==> config.mk <==
export PLATFORM = sky130hd
export DESIGN_NAME = stepper_shortest_path_positioner
export DESIGN_NICKNAME = d
export VERILOG_FILES = /design/src/design/ssp_pkg.sv /design/src/design/stepper_shortest_path_positioner.sv /design/src/design/ssp_angle_map.sv /design/src/design/ssp_core.sv /design/src/design/ssp_out.sv
export SDC_FILE = /design/constraint.sdc
export NUM_CORES = 1
export LEC_CHECK = 0
export BUFFER_PORTS_ARGS = -buffer_cell sky130_fd_sc_hd__buf_4
export CELL_PAD_IN_SITES_DETAIL_PLACEMENT = 1
export CELL_PAD_IN_SITES_GLOBAL_PLACEMENT = 1
export CORE_ASPECT_RATIO = 0.5
export CORE_MARGIN = 2
export CORE_UTILIZATION = 43
export DETAILED_ROUTE_END_ITERATION = 7
export PLACE_DENSITY = 0.81
export RECOVER_POWER = 50
export SLEW_MARGIN = 20
export SYNTH_ARGS = -nofsm -noshare
export SYNTH_HDL_FRONTEND = slang
export SYNTH_SLANG_ARGS = --single-unit
export TNS_END_PERCENT = 1
==> constraint.sdc <==
create_clock -name clk -period 2.7 [get_ports clk]
set_clock_uncertainty 0.2 [all_clocks]
set_input_delay 0.54 -clock clk [delete_from_list [all_inputs] [get_ports clk]]
set_output_delay 0.54 -clock clk [all_outputs]
set_load 0.005 [all_outputs]
==> src/design/ssp_pkg.sv <==
`default_nettype none
package ssp_pkg;

    // Step position width and the circle it wraps on
    localparam int POS_W    = 9;
    localparam int HALF_REV = 256;

    // angle * 512 / 360 = (angle * 64) / 45, done as a multiply by a scaled reciprocal
    localparam int SCALED_W   = 15;
    localparam int RECIP_W    = 16;
    localparam int RECIP_SH   = 21;
    localparam int PROD_W     = SCALED_W + RECIP_W;
    localparam logic [RECIP_W-1:0] RECIP_45 = 16'd46604;

    // Item kinds carried on tuser
    typedef enum logic [1:0] {
        OP_SET_TARGET = 2'd0,
        OP_TICK       = 2'd1,
        OP_LOAD_POS   = 2'd2,
        OP_TARGET_POS = 2'd3
    } op_t;

    // Direction codes
    localparam logic DIR_CW  = 1'b0;
    localparam logic DIR_CCW = 1'b1;

    // Result handed from the core to the output sequencer
    typedef struct packed {
        logic             multi;
        logic             dir;
        logic [POS_W-1:0] position;
    } result_t;

    // Coil pattern of one full-step phase
    function automatic logic [3:0] phase_coils(input logic dir, input logic [1:0] phase);
        logic [3:0] coils;
        begin
            coils = 4'd0;
            case (phase)
                2'd0: coils = (dir == DIR_CW) ? 4'b1000 : 4'b0001;
                2'd1: coils = (dir == DIR_CW) ? 4'b0100 : 4'b0010;
                2'd2: coils = (dir == DIR_CW) ? 4'b0010 : 4'b0100;
                2'd3: coils = (dir == DIR_CW) ? 4'b0001 : 4'b1000;
                default: coils = 4'd0;
            endcase
            return coils;
        end
    endfunction

endpackage
`default_nettype wire

==> src/design/stepper_shortest_path_positioner.sv <==
// Shortest-path stepper positioner, full-step drive.
// Input stream (s_*): one word per command. s_tuser carries the operation
// (set target from angle, tick, load position, target equals position);
// s_tdata carries the angle in degrees and the position to load.
// Output stream (m_*): coil pattern, stepped flag and current position;
// m_tlast marks the final word of each command.
// A command accepted into the input register passes to the output register
// once the output sequencer is free. A tick that takes a step yields four
// words, one coil phase per cycle while m_tready is high; every other
// command yields one. Throughput: one command per cycle while results are
// single words and the receiver is ready; a stepping tick holds the input
// until the output sequencer has drained its four phases.
// Reset clears position, target, direction (clockwise) and the armed flag,
// and empties both the input and output registers.
// When the receiver stalls, the current word holds and one more command is
// taken into the input register before s_tready drops.
`default_nettype none
module stepper_shortest_path_positioner
    import ssp_pkg::*;
(
    input  wire logic        clk,
    input  wire logic        rst_n,
    input  wire logic        s_tvalid,
    output logic             s_tready,
    input  wire logic [23:0] s_tdata,   // angle[8:0], new_position[17:9], zero pad
    input  wire logic [1:0]  s_tuser,   // op[1:0]
    output logic             m_tvalid,
    input  wire logic        m_tready,
    output logic [15:0]      m_tdata,   // coils[3:0], position[12:4], zero pad
    output logic [0:0]       m_tuser,   // stepped[0]
    output logic             m_tlast
);

    logic [POS_W-1:0] goal;
    logic             out_free;
    logic             res_load;
    result_t          res;
    logic [3:0]       coils;
    logic             stepped;
    logic [POS_W-1:0] position;

    ssp_angle_map u_angle_map (
        .angle (s_tdata[8:0]),
        .goal  (goal)
    );

    ssp_core u_core (
        .clk        (clk),
        .rst_n      (rst_n),
        .in_valid   (s_tvalid),
        .in_ready   (s_tready),
        .in_op      (s_tuser),
        .in_goal    (goal),
        .in_new_pos (s_tdata[17:9]),
        .out_free   (out_free),
        .res_load   (res_load),
        .res        (res)
    );

    ssp_out u_out (
        .clk      (clk),
        .rst_n    (rst_n),
        .res_load (res_load),
        .res      (res),
        .out_free (out_free),
        .m_valid  (m_tvalid),
        .m_ready  (m_tready),
        .coils    (coils),
        .stepped  (stepped),
        .position (position),
        .last     (m_tlast)
    );

    // pack result word
    assign m_tdata = {3'd0, position, coils};
    assign m_tuser = stepped;

endmodule
`default_nettype wire

==> src/design/ssp_angle_map.sv <==
`default_nettype none
module ssp_angle_map
    import ssp_pkg::*;
(
    input  wire logic [8:0]       angle,
    output logic      [POS_W-1:0] goal
);

    logic [SCALED_W-1:0] scaled;
    logic [PROD_W-1:0]   prod;
    logic [POS_W-1:0]    steps;

    // floor(angle*64/45) via reciprocal; exact for every 9-bit angle
    assign scaled = {angle, 6'd0};
    assign prod   = PROD_W'(scaled) * PROD_W'(RECIP_45);
    assign steps  = prod[RECIP_SH +: POS_W];

    // target is the negated step count, wrapped to one revolution
    assign goal   = POS_W'(0) - steps;

endmodule
`default_nettype wire

==> src/design/ssp_core.sv <==
`default_nettype none
module ssp_core
    import ssp_pkg::*;
(
    input  wire logic             clk,
    input  wire logic             rst_n,
    input  wire logic             in_valid,
    output logic                  in_ready,
    input  wire logic [1:0]       in_op,
    input  wire logic [POS_W-1:0] in_goal,
    input  wire logic [POS_W-1:0] in_new_pos,
    input  wire logic             out_free,
    output logic                  res_load,
    output result_t               res
);

    logic             hold_valid_reg;
    op_t              op_reg;
    logic [POS_W-1:0] goal_reg;
    logic [POS_W-1:0] new_pos_reg;

    logic [POS_W-1:0] position_reg, position_next;
    logic [POS_W-1:0] target_reg, target_next;
    logic             dir_reg, dir_next;
    logic             armed_reg, armed_next;
    logic             multi;

    logic             dir1;
    logic [POS_W-1:0] len1;

    assign res_load = hold_valid_reg && out_free;
    assign in_ready = !hold_valid_reg || res_load;

    // input word register
    always_ff @(posedge clk or negedge rst_n)
    begin
        if (!rst_n)
        begin
            hold_valid_reg <= 1'b0;
        end
        else if (in_ready)
        begin
            hold_valid_reg <= in_valid;
        end
    end

    always_ff @(posedge clk)
    begin
        if (in_ready && in_valid)
        begin
            op_reg      <= op_t'(in_op);
            goal_reg    <= in_goal;
            new_pos_reg <= in_new_pos;
        end
    end

    // direct direction and distance to the new goal, without wrapping
    assign dir1 = (goal_reg < position_reg);
    assign len1 = dir1 ? (position_reg - goal_reg) : (goal_reg - position_reg);

    // state update for the held word
    always_comb
    begin
        position_next = position_reg;
        target_next   = target_reg;
        dir_next      = dir_reg;
        armed_next    = armed_reg;
        multi         = 1'b0;
        case (op_reg)
            OP_SET_TARGET:
            begin
                if (goal_reg != target_reg)
                begin
                    if (len1 < POS_W'(HALF_REV))
                        dir_next = dir1;
                    else if (len1 == POS_W'(HALF_REV))
                        dir_next = DIR_CW;
                    else
                        dir_next = ~dir1;
                end
                target_next = goal_reg;
                armed_next  = 1'b1;
            end
            OP_TICK:
            begin
                if (armed_reg && (target_reg != position_reg))
                begin
                    multi = 1'b1;
                    if (dir_reg == DIR_CW)
                        position_next = position_reg + POS_W'(1);
                    else
                        position_next = position_reg - POS_W'(1);
                end
            end
            OP_LOAD_POS:
            begin
                position_next = new_pos_reg;
            end
            OP_TARGET_POS:
            begin
                target_next = position_reg;
            end
            default:
            begin
                target_next = target_reg;
            end
        endcase
    end

    always_ff @(posedge clk or negedge rst_n)
    begin
        if (!rst_n)
        begin
            position_reg <= '0;
            target_reg   <= '0;
            dir_reg      <= DIR_CW;
            armed_reg    <= 1'b0;
        end
        else if (res_load)
        begin
            position_reg <= position_next;
            target_reg   <= target_next;
            dir_reg      <= dir_next;
            armed_reg    <= armed_next;
        end
    end

    assign res.multi    = multi;
    assign res.dir      = dir_reg;
    assign res.position = position_next;

endmodule
`default_nettype wire

==> src/design/ssp_out.sv <==
`default_nettype none
module ssp_out
    import ssp_pkg::*;
(
    input  wire logic             clk,
    input  wire logic             rst_n,
    input  wire logic             res_load,
    input  wire result_t          res,
    output logic                  out_free,
    output logic                  m_valid,
    input  wire logic             m_ready,
    output logic [3:0]            coils,
    output logic                  stepped,
    output logic [POS_W-1:0]      position,
    output logic                  last
);

    logic             valid_reg;
    logic [1:0]       phase_reg;
    result_t          res_reg;

    // final word of the current result burst
    assign last     = !res_reg.multi || (phase_reg == 2'd3);
    assign out_free = !valid_reg || (m_ready && last);

    always_ff @(posedge clk or negedge rst_n)
    begin
        if (!rst_n)
        begin
            valid_reg <= 1'b0;
            phase_reg <= 2'd0;
        end
        else if (res_load)
        begin
            valid_reg <= 1'b1;
            phase_reg <= 2'd0;
        end
        else if (valid_reg && m_ready)
        begin
            if (last)
                valid_reg <= 1'b0;
            phase_reg <= phase_reg + 2'd1;
        end
    end

    always_ff @(posedge clk)
    begin
        if (res_load)
            res_reg <= res;
    end

    assign m_valid  = valid_reg;
    assign coils    = res_reg.multi ? phase_coils(res_reg.dir, phase_reg) : 4'd0;
    assign stepped  = res_reg.multi;
    assign position = res_reg.position;

endmodule
`default_nettype wire

-- After elaboration in Yosys (flattened, before gate mapping)
Index checks and enable logic that the tools add are counted.
- register bits: 55
- latch bits: 0
- memory bits (writable): 0
- memory bits (read-only): 0
- memories kept: 0
- add/sub/neg operators: 6
- $mul: 1
- div/mod/pow operators: 0
- $lt $le $gt $ge: 2
- equality and inequality tests: 9
- shift operators: 0
- mux-type cells: 19
- bitwise logic cells: 1
- reduce and logical (&&, ||, !) cells: 20
- operators by type and width (operator ; number):
    one-hot mux 9 bit (2 select lines) ; 2
    two-way mux 9 bit ; 3
    multiplier 9 x 14 -> 22 bit (second input constant) ; 1
    != test 9 bit ; 2
    subtractor 9 bit ; 2
    one-hot mux 4 bit (4 select lines) ; 1
    two-way mux 4 bit ; 3
    adder 9 x 1 -> 9 bit (second input constant) ; 1
    == test 9 bit (second input constant) ; 1
    < comparator 9 bit ; 1
    < comparator 9 bit (second input constant) ; 1
    subtractor 1 x 9 -> 9 bit (first input constant) ; 1
    subtractor 9 x 1 -> 9 bit (second input constant) ; 1
    == test 2 bit (second input constant) ; 4
    two-way mux 1 bit ; 6
    two-way mux 3 bit ; 2
    AND reduction 2 bit ; 3
    nonzero test 2 bit ; 3
    logical AND 1 bit ; 5
    == test 2 x 1 -> 1 bit (second input constant) ; 2
    logical NOT 2 bit ; 2
    two-way mux 2 bit ; 2
    logical NOT 1 bit ; 3
    logical OR 1 bit ; 3
    other kinds (3) ; 3

-- Depth between registers and ports, before layout
- depth after elaboration: 7
- mapped depth: 21
- mapped depth without buffers: 21

-- By module
A second synthesis with hierarchy kept.
- cell total of the unflattened synthesis: 612
- area, all modules: 5895.7 µm²
- by module, submodules not included (module ; instances ; cells an instance ; area each (µm²)):
    ssp_core ; 1 ; 324 ; 3144.3
    ssp_angle_map ; 1 ; 235 ; 2043.2
    ssp_out ; 1 ; 49 ; 681.9
    stepper_shortest_path_positioner ; 1 ; 4 ; 26.3

-- Worst setup path after synthesis
No wires, ideal clock.
- kind: input-to-reg
- start point: input port s_tdata[7]
- end point: register u_core.goal_reg[8], data pin
- setup time: 261 ps
- data arrival time: 4599 ps
- required time: 2239 ps
- setup slack: -2360 ps
- stages on the path: 18
- path through: inv_1 -> ha_1 -> fa_1 -> inv_1 -> fa_1 -> inv_1 -> fa_1 -> inv_1 -> ha_1 -> nand4_1 -> nor3_1 -> a21o_4 -> o41ai_4 -> xnor2_1 -> nor4_4 -> mux2i_1 -> o211ai_1 -> xnor2_1
- longest elaborated chain between the ends: 2
- RTL lines (item ; line ; source):
    start, declared ; stepper_shortest_path_positioner.sv:25 ; input wire logic [23:0] s_tdata,
    multiplier 9 x 14 -> 22 bit ; ssp_angle_map.sv:15 ; assign prod = PROD_W'(scaled) * PROD_W'(RECIP_45);
    subtractor 1 x 9 -> 9 bit ; ssp_angle_map.sv:19 ; assign goal = POS_W'(0) - steps;
    net goal[8] ; stepper_shortest_path_positioner.sv:34 ; logic [POS_W-1:0] goal;
    end signal, assigned ; ssp_core.sv:52 ; goal_reg <= in_goal;
    end, declared ; ssp_core.sv:19 ; logic [POS_W-1:0] goal_reg;
The timed path passes the listed nets, and every way through them passes these cells.
A chain may end at the register's enable or synchronous reset.

-- Worst setup path after layout
- start point: input port s_tdata[8]
- end point: register u_core.goal_reg[8], data pin
The elaborated chain is that of the path after synthesis.

==> summary.md <==
| Metric | Value |
|---|---|
| Max-slew violations | 0 |
| Post-DP Area | 0.00690 mm² |
| Area grow syn2layout | 31.8% |
| Clk pin slew, worst setup/hold paths | 0.07 ns |
| Critical path arrival | 4.64 ns |
| Peak supply drop | 0.520 mV |
| Asr flop ratio synth | 43.6% |
| Crit-path max FO | 5 |
| Fmax | 208 MHz |
| Total track usage | 24.7% |
| Post-DP HPWL | 12.9 mm |
| Final worst setup slack | -2.10 ns |
| Routed length per placed instance | 18.4 µm |
| Most area-hungry cell type in the Yosys netlist | ha_1 |
| Pleak | 3.47 nW |
| Final #Nets | 883 |
| Slowest CP cell | fa_1 |
| RSZ-0062 raised after global routing | yes |
| CP endpoint | u_core.goal_reg[8] |
| Slew headroom | 2.42% |
| Post-synth EDFFs | 31 |
| Vias in the first global route | 5642 |
| Placer Congestion | 0.825 |
| CP Buf/Inv Count | 5 |
| GR Util met2 | 50.3% |
| Worst slew pin tran | 1.46 ns |
| CTS tree | yes |
| Overall Power | 8.70 mW |
| Root Driver | clkbuf_16 |
| Share of layout cells above drive strength 1 | 30.7% |
| Ys Warns | 0 |
| Max_cap viols | 0 |
| Final setup viols | 12 |
| Hold Path Class | in2reg |
| Crit path cell chain | buf_4, ha_4, fa_1, inv_2, fa_1, inv_1, fa_1, inv_2, ha_4, nand4_1, o31ai_2, a21o_4, buf_12, nor3_2, o22a_2, nor4_4, mux2i_1, o211ai_1, xnor2_1 |
| Core ar. | 0.0128 mm² |
| Pwr Density | 1170 mW/mm² |
| Worst path most repeated cell | fa_1 |
| Syn Area/Cell | 9.33 µm² |
| Seq cells post-synth | 55 |
| DRT Pass-1 Iters | 4 |
| Reg-to-reg startpoint | u_core.dir_reg |
| Top cell type's share of synthesized area | 19.2% |
| Initial antenna violation count | 0 |
| Mapped Area | 0.00566 mm² |
| Worst setup path startpoint | s_tdata[8] |
| Antenna diode count | 0 |
| GRT met1 Usage | 26.4% |
| CP Capture Type | register |
| CTS sink count | 55 |
| Clock Tree Buf Depth | 2 |
| Routed vias/inst | 5.31 |
| Delay of the slowest critical-path stage | 0.56 ns |
| Place WS | -2.56 ns |
| Synth Flop Type | edfxtp_1 |
| Worst setup SP type | primary input |
| RR Endpoint | u_core.position_reg[8] |
| Row cnt | 29 |
| R2R Setup Slk | -0.24 ns |
| Cell count along the critical path | 19 |
| First-pass GRT wire length | 27.8 mm |
| Synth top area cells | ha_1, edfxtp_1, dfrtp_1 |
| Met3 Use GR | 3.36% |
| Final Cell Area | 0.00746 mm² |
| Status | finished with violations |
| Failing checks | negative setup slack |
| Library cells used by synthesis | 66 |
| Worst skew pair latency | 0.30 ns |
| Total Wirelength | 16.8 mm |
| Hold Path Depth | 1 |
| Depth of the most critical reg-to-reg path | 11 |
| Tmin final | 4.80 ns |
| Worst Path Required | 2.54 ns |
| Register area share after synthesis | 27.0% |
| Pin count of the biggest net entering global routing | 25 |
| Post-synthesis cell count | 607 |
| Fillers | 1456 |
| Final period utilization | 178% |
| Non-filler cells, final | 913 |
| Via count | 4847 |
| WS Path Type | in2reg |
| H-tree Lvls | 2 |
| Dpl cells | 895 |
| GRT overflow | 0 |
| Setup total negative slack | -14.23 ns |
| CTS Buf Count | 5 |
| Initial Util | 44.3% |
| Port bufs | 40 |
| Delay-heaviest family, CP | adder cells |
| Die Area | 0.0142 mm² |
| Die Wd | 166 µm |
| Grt peak-use layer | met2 |
| Final Hold Fails | 0 |
| Die Y-Extent | 85.2 µm |
| 1st-iter DRT viols | 117 |
| Final ANT Viol Nets | 0 |
| Top-Level Pins | 50 |
| Drc violations | 0 |
where the power goes:
part	internal [mW]	switching, mW	total (mW)	leakage [nW]
registers	1.28	0.318	1.59	0.576
logic	3.09	3.27	6.36	2.81
clock network	0.438	0.308	0.747	0.0818
how the worst min path moves through the flow:
| stage | slack, ns | endpoint | start |
|---|---|---|---|
| 2_1_floorplan | 0.04 | u_core.armed_reg | rst_n |
| 3_3_place_gp | 0.25 | u_core.armed_reg | u_core.armed_reg |
| 3_5_place_dp | 0.27 | u_out.m_valid | rst_n |
| 4_1_cts | 0.20 | u_core.op_reg[1] | s_tuser[1] |
| 5_1_grt | 0.23 | u_core.new_pos_reg[1] | s_tdata[10] |
| 6_report | 0.23 | u_core.op_reg[1] | s_tuser[1] |
through the flow:
stage / util [%] / hold WS, ns
after floorplan: - / 0.0444
after global placement: 54.0 / 0.247
after detailed placement: 54.0 / 0.273
after CTS: 57.9 / 0.202
after global routing: 58.4 / 0.227
final: 58.4 / 0.233
timing repair:
item,4_1_cts,5_1_grt
endpoints found under the setup margin,13,21
hold buffers,1,0
resized for setup,53,16
buffers inserted,7,2
hold endpoints to repair,24,0
pin swaps,30,10
synthesized netlist by cell type (3+ instances only):
library cell	number
nand3_1	7
and3_1	3
o21ai_0	35
xor2_1	17
o21ai_1	3
fa_1	24
o21a_1	4
nand2b_1	6
a21boi_0	4
buf_4	12
mux2i_1	15
o31ai_1	4
nor3_1	8
nand4_1	6
a21oi_1	30
clkbuf_1	8
dfrtp_1	24
a22oi_1	5
ha_1	87
nor2b_1	4
nor4_1	4
inv_1	93
xnor2_1	24
nand2_1	47
a21o_1	7
edfxtp_1	31
nor2_1	45
layer usage:
metal	share of wire, %	up-vias
met5	0	-
met4	2.6	0
li1	-	2323
met3	2.7	32
met2	56	88
met1	39	2404
cell families after synthesis:
family | share of synthesized area (%)
and+or+nand+nor | 12.1
AOI/OAI and AO/OA | 15.4
buffers and inverters | 8.50
adders and majority gates | 27.7
DFF | 27.0
xor gates and xnor gates | 6.34
muxes | 2.85
other | 0.0662
placed cells by master, fill, tap and decap left out, types with 5 or more instances in the layout:
master     count
o21ai_1        8
fa_1          22
xor2_1        15
a21oi_1       27
nor2_1        38
nand4_1        6
inv_1         87
clkbuf_16      5
ha_4          15
nand2_1       44
nand3_1        6
clkbuf_4      21
o21ai_0       27
edfxtp_1      31
ha_1          69
buf_4        116
a21o_1         7
dfrtp_1       24
a22oi_1        5
xnor2_1       22
inv_2          5
nand2b_1       6
mux2i_1       15
cell type report:
type / count / area, µm² / area share (%)
Tap cell: 170 / 213 / 2.85
Clock inverter: 3 / 42.5 / 0.570
Timing Repair Buffer: 149 / 1150 / 15.5
Inverter: 93 / 352 / 4.71
Multi-Input combinational cell: 438 / 4050 / 54.2
Sequential cell: 55 / 1530 / 20.5
Clock buffer: 5 / 125 / 1.68
Note: power is estimated with default switching activity, not from simulation.
